[config.mk]
export PLATFORM = sky130hd
export DESIGN_NAME = cbfd_ctrl
export DESIGN_NICKNAME = d
export VERILOG_FILES = /design/src/hw/rtl/cubic_bezier_forward_difference_core_macros.svh /design/src/hw/rtl/cbfd_pkg.sv /design/src/hw/rtl/cbfd_ctrl.sv
export SDC_FILE = /design/constraint.sdc
export NUM_CORES = 1
export LEC_CHECK = 0
export ABC_AREA = 1
export BUFFER_PORTS_ARGS = -buffer_cell sky130_fd_sc_hd__buf_2
export CAP_MARGIN = 20
export CELL_PAD_IN_SITES_DETAIL_PLACEMENT = 0
export CELL_PAD_IN_SITES_GLOBAL_PLACEMENT = 1
export CORE_MARGIN = 5
export CORE_UTILIZATION = 31
export CTS_BUF_LIST = sky130_fd_sc_hd__clkbuf_8 sky130_fd_sc_hd__clkbuf_16
export DETAILED_ROUTE_END_ITERATION = 10
export PLACE_DENSITY_LB_ADDON = 0.05
export SKIP_CTS_REPAIR_TIMING = 1
export SYNTH_ARGS = -nofsm -noshare
export SYNTH_HDL_FRONTEND = slang
export SYNTH_SLANG_ARGS = --single-unit
[constraint.sdc]
create_clock -name i_clk -period 1.25 [get_ports i_clk]
set_input_delay 0.125 -clock i_clk [delete_from_list [all_inputs] [get_ports i_clk]]
set_output_delay 0.125 -clock i_clk [all_outputs]
set_load 0.005 [all_outputs]
[src/hw/rtl/cubic_bezier_forward_difference_core_macros.svh]
// assertion macros for the cubic bezier forward-difference core
`ifndef CUBIC_BEZIER_FORWARD_DIFFERENCE_CORE_MACROS_SVH
`define CUBIC_BEZIER_FORWARD_DIFFERENCE_CORE_MACROS_SVH
// clocked property on i_clk, held off while reset is low
`define CBFD_ASSERT_CLK(label, prop, msg) \
    label: assert property (@(posedge i_clk) disable iff (!i_rst_n) (prop)) else $error(msg);
// condition that must never be seen at a clock edge
`define CBFD_ASSERT_NEVER(label, expr, msg) \
    `CBFD_ASSERT_CLK(label, !(expr), msg)
`endif

[src/hw/rtl/cbfd_pkg.sv]
// package: shared constants and the controller/datapath command and status types
package cbfd_pkg;

    localparam int MAX_SEGMENTS_DEF = 63;
    localparam int COORD_WIDTH_DEF  = 16;
    // headroom of the per-step quotients over the coordinate width
    localparam int QUO_MARGIN       = 8;

    localparam int CFG_W = 6;
    localparam logic [CFG_W-1:0] SEG_COUNT_RESET = 6'd10;

    typedef struct packed {
        logic capture;
        logic mul;
        logic num;
        logic load;
        logic step;
        logic fix;
        logic adv;
    } t_cmd;

    typedef struct packed {
        logic last;
    } t_status;

endpackage

[src/hw/rtl/cbfd_ctrl.sv]
// controller: sequences set-up, division and point streaming for one curve at a time
module cbfd_ctrl #(
    parameter int QUO_WIDTH = cbfd_pkg::COORD_WIDTH_DEF + cbfd_pkg::QUO_MARGIN
) (
    input  logic              i_clk,
    input  logic              i_rst_n,
    input  logic              i_in_valid,
    input  logic              i_out_ready,
    input  cbfd_pkg::t_status i_status,
    output cbfd_pkg::t_cmd    o_cmd,
    output logic              o_in_ready,
    output logic              o_out_valid
);
    localparam int CNT_W = (QUO_WIDTH > 1) ? $clog2(QUO_WIDTH) : 1;
    localparam logic [CNT_W-1:0] CNT_LAST = CNT_W'(QUO_WIDTH - 1);

    localparam logic [2:0] ST_IDLE = 3'd0;
    localparam logic [2:0] ST_MUL  = 3'd1;
    localparam logic [2:0] ST_NUM  = 3'd2;
    localparam logic [2:0] ST_LOAD = 3'd3;
    localparam logic [2:0] ST_DIV  = 3'd4;
    localparam logic [2:0] ST_FIX  = 3'd5;
    localparam logic [2:0] ST_OUT  = 3'd6;

    logic [2:0]       r_state;
    logic [2:0]       n_state;
    logic [CNT_W-1:0] r_cnt;
    logic [CNT_W-1:0] n_cnt;

    always_comb begin
        n_state     = r_state;
        n_cnt       = r_cnt;
        o_cmd       = '0;
        o_in_ready  = 1'b0;
        o_out_valid = 1'b0;
        case (r_state)
            ST_IDLE: begin
                o_in_ready = 1'b1;
                if (i_in_valid) begin
                    o_cmd.capture = 1'b1;
                    n_state       = ST_MUL;
                end
            end
            ST_MUL: begin
                o_cmd.mul = 1'b1;
                n_state   = ST_NUM;
            end
            ST_NUM: begin
                o_cmd.num = 1'b1;
                n_state   = ST_LOAD;
            end
            ST_LOAD: begin
                o_cmd.load = 1'b1;
                n_cnt      = '0;
                n_state    = ST_DIV;
            end
            ST_DIV: begin
                o_cmd.step = 1'b1;
                n_cnt      = r_cnt + 1'b1;
                if (r_cnt == CNT_LAST) begin
                    n_state = ST_FIX;
                end
            end
            ST_FIX: begin
                o_cmd.fix = 1'b1;
                n_state   = ST_OUT;
            end
            ST_OUT: begin
                o_out_valid = 1'b1;
                if (i_out_ready) begin
                    if (i_status.last) begin
                        n_state = ST_IDLE;
                    end else begin
                        o_cmd.adv = 1'b1;
                    end
                end
            end
            default: begin
                n_state = ST_IDLE;
            end
        endcase
    end

    always_ff @(posedge i_clk) begin
        if (!i_rst_n) begin
            r_state <= ST_IDLE;
            r_cnt   <= '0;
        end else begin
            r_state <= n_state;
            r_cnt   <= n_cnt;
        end
    end

endmodule

==> flow_summary.ini, run 1 <==
[run_status]
outcome = completed

[synth]
synthAdderAreaFrac = 0.0273
syn-cell-area_um2 = 458
ys_ff_latch = 8
synth-compound-area-share = 0.117
yosysSeqAreaShare = 0.350
synth_top_family_by_area = simple AND/OR/NAND/NOR gates
synth_edf_count = 0
yosysUniqueCellTypes = 14
synth-xor-area-share = 0
synthMuxAreaShare = 0
syn_area_per_cell_um2 = 6.27
synth.area.top_cells = dfxtp_1, nand2_1, nor2_1
ys.flop_type = dfxtp_1
synth_commonest_cells = nand2_1, nor2_1, inv_1, dfxtp_1, a21oi_1
syn-num-nets = 79
synth_most_common_cell = nand2_1
synth_simple_gate_area_frac = 0.391
synthArstFlopShare = 0
yosysTopAreaCell = dfxtp_1
synth_top_cell_area_share = 0.350
synthCells = 73
ys_warn_count = 0

[timing]
period_share = 0.977
holdWs_ns = 0.162
slew_headroom = 0.888
slew_violations = 0
skew_ns = 0.00402
layout_min_cycle_time_ns = 1.22
max_freq_mhz = 819
hold_viol = 0
setup_viol = 0
rsz0062_at_grt = yes
finalWorstSetupSlack_ns = 0.0286
worst_pin_slew_ns = 0.166

[placed_design]
io_buffers = 13
post-dp-hpwl_um = 845
placed_area_um2 = 546
pre_cts_ws_ns = 0.0988
gp_congestion = 0.731

[global_routing]
antenna_found_initial = 0
grt_overflow = 0
grt_pass1_wl_mm = 1.77
grt_max_degree = 8
grt_pass1_vias = 405
track_usage = 0.0955

[floorplanning]
coreArea_um2 = 1350
start_util = 0.339
die_w_um = 48.4
ios = 14
rows = 13
die-height_um = 48.4
dieArea_um2 = 2350

[setup_path]
endpoint_kind = primary output
slowest_stage = dfxtp_4
slowest_delay_ns = 0.37
path_cells = nand2_1, nor2_2, nand2_2, nor2_1, buf_2
start_kind = flip-flop
worstPathArrival_ns = 1.10
crit_required_ns = 1.12
critPathKind = reg -> out
critPathMaxFanout = 6

[power_and_ir_drop]
power_leakage_nw = 0.351
p_per_area_nw_per_um2 = 1980
ir_worst_vdd_mv = 1.02
total_power_mw = 1.31

[clock_tree]
cts_sinks = 8
clockRootBuffer = clkbuf_8
cts_buffer_depth = 2
cts_tree = yes
cts_htree_levels = 1
clock_latency_ns = 0.23
cts.clk_slew.worst_paths_ns = 0.04
cts_buffers = 3

[drt]
viasPerCell = 4.67
route.detailed.drc = 0
drtPass1Iterations = 4
drt_wl_total_mm = 1.17
drtAntennaViolNets = 0
wl_per_cell_um = 10.5
vias = 518
first_iter_violations = 23

[finish]
drive_gt1_frac = 0.375
seqCellArea_um2 = 169
fin_nets = 104
syn2layout_area_growth_pct = 44.8
utilization = 0.491
design_area_um2 = 663
multiInputGateArea_um2 = 268
n_fill_cell = 149
antenna_cells = 0

[worst_hold_path]
hp-class = in -> reg

[flow_run]
drv_cap = 0
## metrics by stage
step	cells	TNS (ns)
2_1_floorplan	73	0
3_3_place_gp	102	0
3_5_place_dp	102	0
4_1_cts	105	-0.133
5_1_grt	111	-0.151
6_report	111	0
## sequential cells by signal, indices dropped and copies added, names as in the netlist
name and cells:
r_cnt 5, r_state 3
## cells by family after synthesis
logic type,count (synthesis)
AND/OR/NAND/NOR,42
AO/OA/AOI/OAI,10
adder cells (fa/ha/maj),1
buffers and inverters,12
flip-flops,8
## worst paths after layout
kind | slack, ns | to | startpoint | cells past startpoint
max | 0.03 | o_cmd[0] | r_state[1] | 5
min | 0.16 | r_state[2] | i_rst_n | 3
max reg2reg | 0.08 | r_cnt[1] | r_state[0] | 7
min reg2reg | 0.50 | r_cnt[1] | r_cnt[1] | 2
## critical path: cells and delay by family, from the launching register on
| family | cells | cell delay (ns) |
|---|---|---|
| and+or+nand+nor | 4 | 0.40 |
| DFF | 1 | 0.37 |
| buffers and inverters | 1 | 0.11 |
## layout make-up
| cell class | count | area share |
|---|---|---|
| multi-input cells | 53 | 0.404 |
| flip-flops and latches | 8 | 0.255 |
| well taps | 15 | 0.0283 |
| repair buffers | 21 | 0.189 |
| inverters | 11 | 0.0623 |
| clock buffers | 3 | 0.0623 |
## routing by layer
| layer | track usage | up-vias | share of wire |
|---|---|---|---|
| li1 | - | 280 | - |
| met4 | 0.0276 | 0 | 0.0068 |
| met3 | 0.0612 | 2 | 0.061 |
| met2 | 0.115 | 10 | 0.43 |
| met1 | 0.134 | 226 | 0.51 |
| met5 | 0 | - | 0 |
## cells in the final DEF (no fill, tap or decap), drive strengths merged
master and instances:
buf 21, nand2 17, nand3 5, a22oi 1
clkbuf 3, inv 11, nor2 15, a21oi 6
nor3 4, dfxtp 8, ha 1, a31oi 1
and3 1, o21ai 2
## power breakdown
part	internal [mW]	total (mW)	leakage, nW	switching, mW
logic	0.267	0.598	0.263	0.332
registers	0.333	0.407	0.0668	0.0739
clock network	0.208	0.308	0.0216	0.0996
total	0.808	1.31	0.351	0.505
Note: power is estimated with default switching activity, not from simulation.
==> inputs of run 2 (changes only) <==
REMOVE_ABC_BUFFERS = 1   (was unset)
SKIP_CTS_REPAIR_TIMING = unset   (was 1)
==> flow_summary.ini, run 2 (synthesis results as in run 1) <==
[power_and_ir_drop]
ir_worst_vdd_mv = 1.22
p_per_area_nw_per_um2 = 2110
power_leakage_nw = 0.342

[drt]
drtAntennaViolNets = 0
vias = 522
viasPerCell = 4.75
route.detailed.drc = 0
wl_per_cell_um = 11.9
drt_wl_total_mm = 1.31
drtPass1Iterations = 4
first_iter_violations = 8

[finish]
regMostFlops = r_cnt
drive_gt1_frac = 0.442
reg_top3 = r_cnt: 5 flops, r_state: 3 flops
syn2layout_area_growth_pct = 47.3
seqCellArea_um2 = 173
utilization = 0.500
largest_register_ffs = 5
antenna_cells = 0
mostFrequentLayoutCells = nand2_1, buf_2, nor2_1
multiInputGateArea_um2 = 283
fin_nets = 103
final_common_cell = nand2_1
n_fill_cell = 152

[global_routing]
grt_pass1_vias = 456
grt_overflow = 0
grt_pass1_wl_mm = 1.98
antenna_found_initial = 0
track_usage = 0.108
grt_max_degree = 8

[setup_path]
worstPathArrival_ns = 1.11
critPathMaxFanout = 4
start_kind = flip-flop
rrSetupSlack_ns = 0.10
crit_required_ns = 1.12
endpoint_kind = primary output
critPathKind = reg -> out

[floorplanning]
dieArea_um2 = 2350
die_w_um = 48.4
coreArea_um2 = 1350
die-height_um = 48.4
start_util = 0.339
rows = 13
ios = 14

[clock_tree]
cts_htree_levels = 1
cts_buffers = 3
clockRootBuffer = clkbuf_8
cts_sinks = 8
hold_buffers = 0
cts.clk_slew.worst_paths_ns = 0.04
cts_tree = yes
cts_buffer_depth = 2
clock_latency_ns = 0.23

[timing]
layout_min_cycle_time_ns = 1.23
slew_violations = 0
rsz0062_at_grt = yes
hold_viol = 0
max_freq_mhz = 810
period_share = 0.988
finalWorstSetupSlack_ns = 0.0153
skew_ns = 0.00767
holdWs_ns = 0.162
worst_pin_slew_ns = 0.186
setup_viol = 0
slew_headroom = 0.876

[placed_design]
io_buffers = 13
gp_congestion = 0.798
pre_cts_ws_ns = 0.0795
post-dp-hpwl_um = 914

[flow_run]
drv_cap = 0

[run_status]
outcome = completed

[worst_hold_path]
hp-class = in -> reg
run 2: layer usage:
metal,share of wire,up-vias,global-route usage,routed length (um)
met5,0,-,0,0
met1,0.47,233,0.134,620
met3,0.049,4,0.0581,64
met2,0.45,10,0.141,589
met4,0.025,0,0.0691,32
li1,-,275,-,-
run 2: worst max-delay path, stage by stage, from the launching register on:
cell and delay, ns:
dfxtp_4 0.37, nand2_1 0.09, nor2_4 0.14, nand2_2 0.08, nor2_1 0.08, buf_2 0.11
run 2: through the flow:
step	total power [mW]	std cells	area (um^2)	TNS, ns
5_1_grt	1.54	110	674	-0.0521
6_report	1.42	110	674	0
2_1_floorplan	0.686	72	447	0
3_5_place_dp	0.883	102	546	0
4_1_cts	1.24	105	603	0
3_3_place_gp	0.895	102	546	0
run 2: layout make-up:
| cell class | instances | area share |
|---|---|---|
| multi-input combinational | 53 | 0.419 |
| sequential | 8 | 0.256 |
| timing repair buffer | 20 | 0.174 |
| clock buffer | 3 | 0.0612 |
| inverter | 11 | 0.0612 |
| tap | 15 | 0.0278 |
run 2: path summary, 6_finish.rpt:
path | startpoint | cells after the start | end
max | r_state[1] | 5 | o_cmd[0]
min | i_rst_n | 3 | r_cnt[3]
max reg2reg | r_state[1] | 6 | r_state[2]
min reg2reg | r_cnt[2] | 2 | r_cnt[2]
run 2: what timing repair did:
item,CTS,global route
endpoints found under the setup margin,3,9
pin swaps,0,3
resized for setup,7,16
setup buffers,0,5
hold endpoints to repair,0,0
run 2: where the power goes:
| part | internal, mW | total, mW | leakage, nW | switching (mW) |
|---|---|---|---|---|
| Clock | 0.209 | 0.316 | 0.0216 | 0.107 |
| Combinational | 0.310 | 0.688 | 0.253 | 0.378 |
| Sequential | 0.337 | 0.418 | 0.0677 | 0.0816 |
==> inputs of run 3 (changes only) <==
ABC_AREA = 0   (was 1)
CORE_UTILIZATION = 33   (was 31)
==> flow_summary.ini, run 3 <==
[setup_path]
rrSetupSlack_ns = 0.06
worstPathArrival_ns = 1.08
critPathMaxFanout = 8
ff2ff_path_depth = 4
r2r-start = r_state[1]
start_kind = flip-flop
reg2reg_to = r_cnt[3]
endpoint_kind = primary output
crit_required_ns = 1.12
critPathKind = reg -> out

[finish]
mostFrequentLayoutCells = buf_2, dfxtp_1, inv_1, nand2b_1
n_fill_cell = 144
syn2layout_area_growth_pct = 36.4
regMostFlops = r_cnt
reg_top3 = r_cnt: 5 flops, r_state: 3 flops
utilization = 0.472
antenna_cells = 0
largest_register_ffs = 5
final_common_cell = buf_2
fin_nets = 79
finalNonFillerCells = 86
drive_gt1_frac = 0.394

[timing]
skew_ns = 0.00180
worst_pin_slew_ns = 0.253
layout_min_cycle_time_ns = 1.20
rsz0062_at_grt = no
holdWs_ns = 0.215
setup_viol = 0
slew_violations = 0
slew_headroom = 0.831
period_share = 0.962
hold_viol = 0
max_freq_mhz = 832

[global_routing]
grt_overflow = 0
track_usage = 0.103
grt_pass1_vias = 355
grt_pass1_wl_mm = 1.52
grt_max_degree = 11
antenna_found_initial = 0

[placed_design]
gp_congestion = 0.675
dp.cells = 82
io_buffers = 13
post-dp-hpwl_um = 761

[synth]
ys_warn_count = 0
synth_top_family_by_area = simple AND/OR/NAND/NOR gates
synth-xor-area-share = 0
yosysTopAreaCell = dfxtp_1
syn-cell-area_um2 = 450
synthArstFlopShare = 0
synthCells = 55
synth_commonest_cells = dfxtp_1, nand2b_1, inv_1
syn_area_per_cell_um2 = 8.19
synth.area.top_cells = dfxtp_1, nand2b_1, mux2i_1
synth_simple_gate_area_frac = 0.358
ys.flop_type = dfxtp_1
synth-compound-area-share = 0.136
synth_edf_count = 0
yosysSeqAreaShare = 0.356
yosysUniqueCellTypes = 23
ys_ff_latch = 8
synthMuxAreaShare = 0.0444
synth_top_cell_area_share = 0.356
synth_most_common_cell = dfxtp_1
synthAdderAreaFrac = 0.0278

[worst_hold_path]
min_from = i_rst_n
worstHoldPathCells = 2
hp-class = in -> reg
holdPathEnd = r_state[1]

[power_and_ir_drop]
seq_power_share = 0.417
switching_share = 0.237
ir_worst_vdd_mv = 0.600
power_leakage_nw = 0.275
comb_power_share = 0.142
power_switching_mw = 0.164
clkPwrFrac = 0.441
total_power_mw = 0.691
p_per_area_nw_per_um2 = 1130
p_int_mw = 0.527

[drt]
drt_wl_total_mm = 1.10
drtAntennaViolNets = 0
viasPerCell = 5.00
vias = 430
route.detailed.drc = 0
wl_per_cell_um = 12.7
first_iter_violations = 8
drtPass1Iterations = 4

[flow_run]
drv_cap = 0

[floorplanning]
ios = 14
coreArea_um2 = 1300
dieArea_um2 = 2200
die-height_um = 46.9
rows = 13
start_util = 0.346
die_w_um = 46.9

[run_status]
outcome = completed

[clock_tree]
cts_tree = yes
clockRootBuffer = clkbuf_8
clock_latency_ns = 0.23
hold_buffers = 0
cts.clk_slew.worst_paths_ns = 0.04
cts_buffer_depth = 2
cts_buffers = 3
cts_htree_levels = 1
cts_sinks = 8
run 3: how the worst max path moves through the flow:
stage	from	end	slack (ns)
3_5_place_dp	r_cnt[0]	r_state[0]	-0.0007
3_3_place_gp	r_cnt[0]	r_state[0]	0.04
4_1_cts	r_cnt[0]	r_state[0]	0.006
5_1_grt	r_state[1]	o_cmd[3]	0.006
6_report	r_state[1]	o_cmd[2]	0.05
2_1_floorplan	r_state[2]	r_cnt[2]	0.08
run 3: cell families after synthesis:
logic type | Yosys count
simple gates | 27
flops | 8
fa+ha+maj | 1
buf+inv | 7
mux | 2
compound gates | 10
run 3: cell type report:
| cell class | instances | area, um^2 | area share |
|---|---|---|---|
| inverters | 4 | 15.0 | 0.0244 |
| flip-flops and latches | 8 | 169 | 0.275 |
| repair buffers | 16 | 91.3 | 0.149 |
| multi-input cells | 40 | 279 | 0.454 |
| clock buffers | 3 | 41.3 | 0.0672 |
| well taps | 15 | 18.8 | 0.0305 |
run 3: power groups by stage:
stage	Clock [mW]	Combinational, mW	Sequential (mW)
after floorplan	0	0.0446	0.285
final	0.305	0.0979	0.289
after global routing	0.335	0.108	0.291
after CTS	0.318	0.0904	0.284
after global placement	0	0.0884	0.286
after detailed placement	0	0.0861	0.286
run 3: repair_timing:
action | CTS | global route
buffers inserted | 1 | 0
resized for setup | 4 | 8
pin swaps | 1 | 2
endpoints found under the setup margin | 7 | 6
hold endpoints to repair | 0 | 0
run 3: critical path: stages, from the launching register on:
cell,delay (ns)
dfxtp_4,0.38
nor3b_4,0.23
buf_4,0.14
buf_2,0.10
run 3: metrics by stage:
stage               setup slack, ns    TNS, ns  instance area, um^2
detailed placement        -0.000679  -0.000679                  529
finish                       0.0477          0                  614
global route                0.00626          0                  614
CTS                         0.00610          0                  587
floorplan                    0.0763          0                  430
global placement             0.0429          0                  529
run 3: routing by layer:
layer / part of all wire / global-route usage / up-vias / wire length [um]
li1: - / - / 228 / -
met1: 0.43 / 0.128 / 185 / 476
met2: 0.47 / 0.144 / 17 / 512
met3: 0.098 / 0.0460 / 0 / 107
met4: 0 / 0.0663 / 0 / 0
met5: 0 / 0 / - / 0
